`config.mk`:
```
export PLATFORM = sky130hd
export DESIGN_NAME = uvs_div
export DESIGN_NICKNAME = d
export VERILOG_FILES = /design/src/hdl/uvs_pkg.sv /design/src/hdl/uvs_div.sv
export SDC_FILE = /design/constraint.sdc
export NUM_CORES = 1
export LEC_CHECK = 0
export BUFFER_PORTS_ARGS = -buffer_cell sky130_fd_sc_hd__buf_2
export CAP_MARGIN = 10
export CORE_ASPECT_RATIO = 1.75
export CORE_UTILIZATION = 24
export DETAILED_ROUTE_END_ITERATION = 8
export PLACE_DENSITY_LB_ADDON = 0.2
export REMOVE_ABC_BUFFERS = 1
export SETUP_SLACK_MARGIN = 0.1
export SYNTH_ARGS = -nofsm -noshare
export SYNTH_HDL_FRONTEND = slang
export SYNTH_SLANG_ARGS = --single-unit
```
`constraint.sdc`:
```
create_clock -name clk -period 30.8 [get_ports clk]
set_input_delay 6.16 -clock clk [delete_from_list [all_inputs] [get_ports clk]]
set_output_delay 6.16 -clock clk [all_outputs]
set_load 0.01 [all_outputs]
```
`src/hdl/uvs_pkg.sv`:
```
// Shared types, constants and helper functions of the UV sphere tessellator.
// No dependencies.
package uvs_pkg;

	localparam int MAX_GRID         = 256;
	localparam int SINE_TABLE_DEPTH = 1024;
	localparam logic [63:0] HALF_PI_Q30 = 64'd1686629713;

	// configuration register indexes
	typedef enum logic [1:0] {
		REG_RADIUS = 2'd0,
		REG_RINGS  = 2'd1,
		REG_SLICES = 2'd2,
		REG_COLOR  = 2'd3
	} cfg_reg_t;

	// control side band that rides along the pipeline
	typedef struct packed {
		logic valid;
		logic up;
		logic lo;
	} ctrl_t;

	// one restoring division step: returns {quotient bit, new remainder}
	function automatic logic [8:0] div_step(input logic [7:0] rem, input logic b,
			input logic [8:0] d);
		logic [8:0] r;
		logic [8:0] diff;
		r    = {rem, b};
		diff = r - d;
		if (r >= d) begin
			return {1'b1, diff[7:0]};
		end else begin
			return {1'b0, r[7:0]};
		end
	endfunction

	// Q30 Taylor series of sin(x), rounded to Q1.14 and clamped
	function automatic logic [14:0] sine_q14(input logic [63:0] x);
		logic [63:0] t;
		logic signed [63:0] s;
		logic signed [63:0] v;
		t = x;
		s = $signed(x);
		t = ((((t * x) >> 30) * x) >> 30) / 64'd6;   s = s - $signed(t);
		t = ((((t * x) >> 30) * x) >> 30) / 64'd20;  s = s + $signed(t);
		t = ((((t * x) >> 30) * x) >> 30) / 64'd42;  s = s - $signed(t);
		t = ((((t * x) >> 30) * x) >> 30) / 64'd72;  s = s + $signed(t);
		t = ((((t * x) >> 30) * x) >> 30) / 64'd110; s = s - $signed(t);
		t = ((((t * x) >> 30) * x) >> 30) / 64'd156; s = s + $signed(t);
		t = ((((t * x) >> 30) * x) >> 30) / 64'd210; s = s - $signed(t);
		t = ((((t * x) >> 30) * x) >> 30) / 64'd272; s = s + $signed(t);
		if (s < 0) begin
			s = 0;
		end
		v = (s + 64'sd32768) >>> 16;
		if (v > 64'sd16384) begin
			v = 64'sd16384;
		end
		return v[14:0];
	endfunction

	// round prod >> sh half away from zero, saturate to a signed field of width bits
	function automatic logic [63:0] round_sat(input logic signed [63:0] prod, input int sh,
			input int width);
		logic neg;
		logic [63:0] mag;
		logic [63:0] lim;
		neg = prod < 0;
		mag = neg ? (64'd0 - 64'(prod)) : 64'(prod);
		lim = neg ? (64'd1 << (width - 1)) : ((64'd1 << (width - 1)) - 64'd1);
		mag = (mag + (64'd1 << (sh - 1))) >> sh;
		if (mag > lim) begin
			mag = lim;
		end
		return (neg ? (64'd0 - mag) : mag) & ((64'd1 << width) - 64'd1);
	endfunction

endpackage

```
`src/hdl/uvs_div.sv`:
```
// Three-stage restoring divider for grid angles: 25-bit dividend, 9-bit divisor,
// 17-bit quotient. Uses uvs_pkg.
module uvs_div (
	input  logic        clk,
	input  logic        en,
	input  logic [24:0] dividend,
	input  logic [8:0]  divisor,
	output logic [16:0] quot
);
	import uvs_pkg::*;

	logic [7:0]  rem_s2, rem_s3;
	logic [5:0]  q_s2;
	logic [11:0] q_s3;
	logic [10:0] low_s2;
	logic [4:0]  low_s3;
	logic [16:0] q_s4;
	logic [7:0]  rem_a, rem_b, rem_c;
	logic [5:0]  qa, qb;
	logic [4:0]  qc;
	logic [8:0]  st_a, st_b, st_c;

	// first six quotient bits; top dividend bits are known to stay below the divisor
	always_comb begin
		rem_a = dividend[24:17];
		qa    = '0;
		st_a  = '0;
		for (int i = 0; i < 6; i++) begin
			st_a      = div_step(rem_a, dividend[16 - i], divisor);
			qa[5 - i] = st_a[8];
			rem_a     = st_a[7:0];
		end
	end

	// next six bits
	always_comb begin
		rem_b = rem_s2;
		qb    = '0;
		st_b  = '0;
		for (int i = 0; i < 6; i++) begin
			st_b      = div_step(rem_b, low_s2[10 - i], divisor);
			qb[5 - i] = st_b[8];
			rem_b     = st_b[7:0];
		end
	end

	// last five bits
	always_comb begin
		rem_c = rem_s3;
		qc    = '0;
		st_c  = '0;
		for (int i = 0; i < 5; i++) begin
			st_c      = div_step(rem_c, low_s3[4 - i], divisor);
			qc[4 - i] = st_c[8];
			rem_c     = st_c[7:0];
		end
	end

	// advance the stages together
	always_ff @(posedge clk) begin
		if (en) begin
			rem_s2 <= rem_a;
			q_s2   <= qa;
			low_s2 <= dividend[10:0];
			rem_s3 <= rem_b;
			q_s3   <= {q_s2, qb};
			low_s3 <= low_s2[4:0];
			q_s4   <= {q_s3, qc};
		end
	end

	assign quot = q_s4;

endmodule

```
=== After elaboration in Yosys (flattened, before gate mapping) ===
Index checks and enable logic that the tools add are counted.

* Register bits: 67
* Logic and storage cells: 58
* Input bits: 36

* Muxes and demuxes: 17
* $lt $le $gt $ge: 17
* $add $sub $neg: 17

{| class="wikitable"
|+ Operators with widths
! cell !! number
|-
| 9-bit greater-or-equal comparator || 17
|-
| 9-bit 2-to-1 mux || 17
|-
| 8-bit subtractor || 17
|}

=== Depth between registers and ports, before layout ===
* Depth after elaboration: 12
* Gate-level depth with buffers: 58
* Mapped depth without buffers: 53

=== Worst setup path before layout ===
No wires, ideal clock.

* Kind: input -> register
* Start point: in divisor[1]
* End point: reg rem_s2[2], data pin
* Slack: 13.953 ns
* Cell stages on the path: 55
* Arrival: 16.587 ns
* Path through: inv_1 > ha_1 > nor2b_1 > o31a_1 > o311a_1 > nor2_2 > buf_4 > mux2i_1 > inv_1 > ha_1 > o21ai_1 > a21oi_1 > o41ai_2 > a21o_1 > buf_6 > inv_2 > mux2_4 > ha_1 > [19 not listed] > o31ai_1 > a21oi_1 > o221ai_1 > a21o_1 > buf_2 > inv_1 > clkbuf_1 > a21oi_1 > ha_1 > nor2b_1 > o21a_1 > o21ai_0 > a21oi_1 > nand4_1 > and4b_1 > clkbuf_1 > inv_1 > mux2_2

* Longest elaborated chain between the ends: 12

{| class="wikitable"
|+ RTL lines
! item !! RTL line !! RTL
|-
| start, declared || uvs_div.sv:7 || <nowiki>input logic [8:0] divisor,</nowiki>
|-
| 8-bit subtractor or 9-bit greater-or-equal comparator (tied branches) || uvs_pkg.sv:30, uvs_pkg.sv:31 ||
|-
| 9-bit 2-to-1 mux || uvs_pkg.sv:31 || <nowiki>if (r >= d) begin</nowiki>
|-
| 8-bit subtractor or 9-bit greater-or-equal comparator (tied branches) || uvs_pkg.sv:30, uvs_pkg.sv:31 ||
|-
| 9-bit 2-to-1 mux || uvs_pkg.sv:31 ||
|-
| 8-bit subtractor or 9-bit greater-or-equal comparator (tied branches) || uvs_pkg.sv:30, uvs_pkg.sv:31 ||
|-
| 9-bit 2-to-1 mux || uvs_pkg.sv:31 ||
|-
| 8-bit subtractor or 9-bit greater-or-equal comparator (tied branches) || uvs_pkg.sv:30, uvs_pkg.sv:31 ||
|-
| 9-bit 2-to-1 mux || uvs_pkg.sv:31 ||
|-
| 8-bit subtractor or 9-bit greater-or-equal comparator (tied branches) || uvs_pkg.sv:30, uvs_pkg.sv:31 ||
|-
| 9-bit 2-to-1 mux || uvs_pkg.sv:31 ||
|-
| 9-bit greater-or-equal comparator or 8-bit subtractor (tied branches) || uvs_pkg.sv:31, uvs_pkg.sv:30 ||
|-
| 9-bit 2-to-1 mux (*) || uvs_pkg.sv:31 ||
|-
| via st_a[2] || uvs_div.sv:21 || <nowiki>logic [8:0] st_a, st_b, st_c;</nowiki>
|-
| end signal, assigned || uvs_div.sv:62 || <nowiki>rem_s2 <= rem_a;</nowiki>
|-
| end, declared || uvs_div.sv:12 || <nowiki>logic [7:0] rem_s2, rem_s3;</nowiki>
|}

The timed path passes the listed nets; every way through them passes the cells marked *.
A chain may end at the register's enable or synchronous reset.

=== Final worst setup path ===
* Start point: in divisor[1]
* End point: reg rem_s2[7], data pin

* Longest elaborated chain between the ends: 12

{| class="wikitable"
|+ RTL lines
! item !! RTL line
|-
| 8-bit subtractor or 9-bit greater-or-equal comparator (tied branches) || uvs_pkg.sv:30, uvs_pkg.sv:31
|-
| 9-bit 2-to-1 mux || uvs_pkg.sv:31
|-
| 8-bit subtractor or 9-bit greater-or-equal comparator (tied branches) || uvs_pkg.sv:30, uvs_pkg.sv:31
|-
| 9-bit 2-to-1 mux || uvs_pkg.sv:31
|-
| 8-bit subtractor or 9-bit greater-or-equal comparator (tied branches) || uvs_pkg.sv:30, uvs_pkg.sv:31
|-
| 9-bit 2-to-1 mux || uvs_pkg.sv:31
|-
| 8-bit subtractor or 9-bit greater-or-equal comparator (tied branches) || uvs_pkg.sv:30, uvs_pkg.sv:31
|-
| 9-bit 2-to-1 mux || uvs_pkg.sv:31
|-
| 8-bit subtractor or 9-bit greater-or-equal comparator (tied branches) || uvs_pkg.sv:30, uvs_pkg.sv:31
|-
| 9-bit 2-to-1 mux || uvs_pkg.sv:31
|-
| 8-bit subtractor or 9-bit greater-or-equal comparator (tied branches) || uvs_pkg.sv:30, uvs_pkg.sv:31
|-
| 9-bit 2-to-1 mux (*) || uvs_pkg.sv:31
|-
| via st_a[7] || uvs_div.sv:21
|}

Marked as above.

==> flow_metrics.tcl <==
set metrics [dict create \
    synth-simple-area-share_pct 15.87 \
    ctsResizeCount 0 \
    seqCellArea_um2 2012 \
    initial_core_util_pct 24.39 \
    hold_path_end "q_s3[6]" \
    cts.sinks 67 \
    critPathLaunchType "input port" \
    track_usage_pct 15.36 \
    finalSetupTns_ns 0 \
    min_path_cells 0 \
    io_buffers 52 \
    slowest_stage "mux2i_1" \
    drive_gt1_share_pct 14.08 \
    multi_input_area_um2 7159 \
    synth_xor_area_share_pct 7.337 \
    std_cell_rows 96 \
    synth-seq-area-share_pct 21.07 \
    final_net_count 1329 \
    io_pins 53 \
    arrival_ns 19.03 \
    die-area_um2 40630 \
    htreeDepth 3 \
    hpwl_um 24110 \
    cts_tree "built" \
    yosysTopAreaCellShare_pct 21.07 \
    r2r-end "rem_s3[6]" \
    syn_inst 1064 \
    synth-warning-count 0 \
    area_delta_synth_final_pct 12.38 \
    die_x_um 152.8 \
    ys.flop_type "edfxtp_1" \
    finalNonFillerCells 1619 \
    period_minus_slack_ns 18.93 \
    synthMuxAreaShare_pct 7.730 \
    finalHoldViolCount 0 \
    reg2reg_depth 49 \
    grt_pass1_wl_um 46850 \
    async_flop_share_pct 0 \
    grt-ovfl-total 0 \
    wl_um 30550 \
    drv_cap 0 \
    post_cts_buffers 0 \
    crit_fanout 14 \
    finalSetupViolCount 0 \
    drc 2 \
    post-route-period-util_pct 61.47 \
    cts_made_buffers 9 \
    finalClockSkew_ns 0.009226 \
    synthAdderAreaFrac_pct 23.40 \
    synth.area.top_cells "edfxtp_1 21%, ha_1 20%, mux2_2 5.3%" \
    postRouteAntennaNets 0 \
    placedCellCount 1603 \
    synth_area_um2 9550 \
    grt_pass1_vias 8624 \
    clkLatencyLatePin_ns 0.36 \
    drt-vias-per-instance 5.015 \
    required_ns 30.90 \
    crit_type "input port to flip-flop" \
    cpPeakStageDelay_ns 0.53 \
    synth_compound_area_share_pct 20.63 \
    die_y_um 265.9 \
    hold_class "flip-flop to flip-flop" \
    fmax_mhz 52.82 \
    cts_root_buf "clkbuf_16" \
    wl_per_cell_um 18.87 \
    n_fill_cell 4212 \
    yosysMostFrequentCell "ha_1" \
    grt_max_degree 51 \
    clock_path_buffers 2 \
    status "finished, violations left" \
    gp_congestion 0.8370 \
    reg2reg_from "low_s2[10]" \
    rsz0062_at_grt "false" \
    synth_top_family_by_area "adder cells" \
    cts_hold_buf 0 \
    maxSlewHeadroom_pct 41.34 \
    syn_avg_cell_area_um2 8.976 \
    num_vias 8119 \
    coreArea_um2 39160 \
    diodes 0 \
    tightest_slew_ns 0.8799 \
    violations "DRC" \
    ys_types 83 \
    whs_ns 0.4162 \
    ys_seq_elements 67 \
    r2r_setup_slack_ns 19.26 \
    min_from "q_s2[0]" \
    drt_pass1_iterations 9 \
    cts.clk_slew.worst_paths_ns 0.06 \
    synth_edf_count 67 \
    synth_commonest_cells "153 x ha_1, 79 x a21oi_1, 74 x inv_1, 72 x nor2_1" \
    slew_viol_final 0 \
    worstSetupEndpointType "flip-flop" \
    antenna_found_initial 0 \
    drt_iter0_markers 407 \
    yosysTopAreaCell "edfxtp_1" \
]
==> registers in the layout, summed over array words and instances (netlist names) <==
register and flops:
quot 17, low_s2 11, q_s3 12, rem_s2 8
low_s3 5, q_s2 6, rem_s3 8
==> worst max-delay path, delay by kind of cell <==
family | cells | cell delay [ns]
adder cells (fa/ha/maj) | 6 | 1.85
buffers and inverters | 9 | 2.00
AO/OA/AOI/OAI | 20 | 5.15
multiplexers | 3 | 1.17
AND/OR/NAND/NOR | 13 | 2.68
==> cell usage in the layout, fill, tap and decap left out, types with 45 or more instances in the layout <==
master	synthesis	routed
a21oi_1	79	79
buf_2	4	51
edfxtp_1	67	67
ha_1	153	153
inv_1	74	74
mux2_2	45	45
nand2_1	55	55
nor2_1	72	72
o21ai_0	67	67
xnor2_1	53	53
==> cells by family after synthesis <==
kind of cell | Yosys count
AO/OA/AOI/OAI | 292
XOR/XNOR | 80
adder cells (fa/ha/maj) | 169
buffers and inverters | 94
flip-flops | 67
multiplexers | 67
AND/OR/NAND/NOR | 295
==> per-layer routing <==
metal | vias to the layer above | track usage, % | part of all wire (%)
met5 | - | 0 | 0
met2 | 122 | 32.21 | 58
met4 | 0 | 9.391 | 5.4
li1 | 4062 | - | -
met1 | 3868 | 13.86 | 35
met3 | 67 | 1.269 | 1.5
==> area by class of cell <==
type,count,share of cell area (%)
clock inverter,7,0.6995
tap,490,5.712
clock buffer,9,2.098
timing repair buffer,63,3.218
sequential,67,18.75
inverter,80,2.821
multi-input combinational,903,66.71
==> worst max path at each step <==
stage | from | end | cells after the start
floorplan | divisor[1] | rem_s2[2] | 49
global placement | divisor[1] | rem_s2[2] | 51
detailed placement | divisor[1] | rem_s2[7] | 51
CTS | divisor[1] | rem_s2[7] | 51
global route | divisor[1] | rem_s2[7] | 51
finish | divisor[1] | rem_s2[7] | 51
==> metrics by stage <==
stage               area [um^2]  utilization, %  setup slack (ns)
finish                    10730           27.41             11.87
CTS                       10730           27.41             11.79
global route              10730           27.41             10.69
floorplan                  9474               -             14.01
detailed placement        10430           26.64             11.42
global placement          10430           26.64             11.55
Power is not shown: default switching activity piles up to over one toggle a cycle in this logic, so the estimate is an artifact.
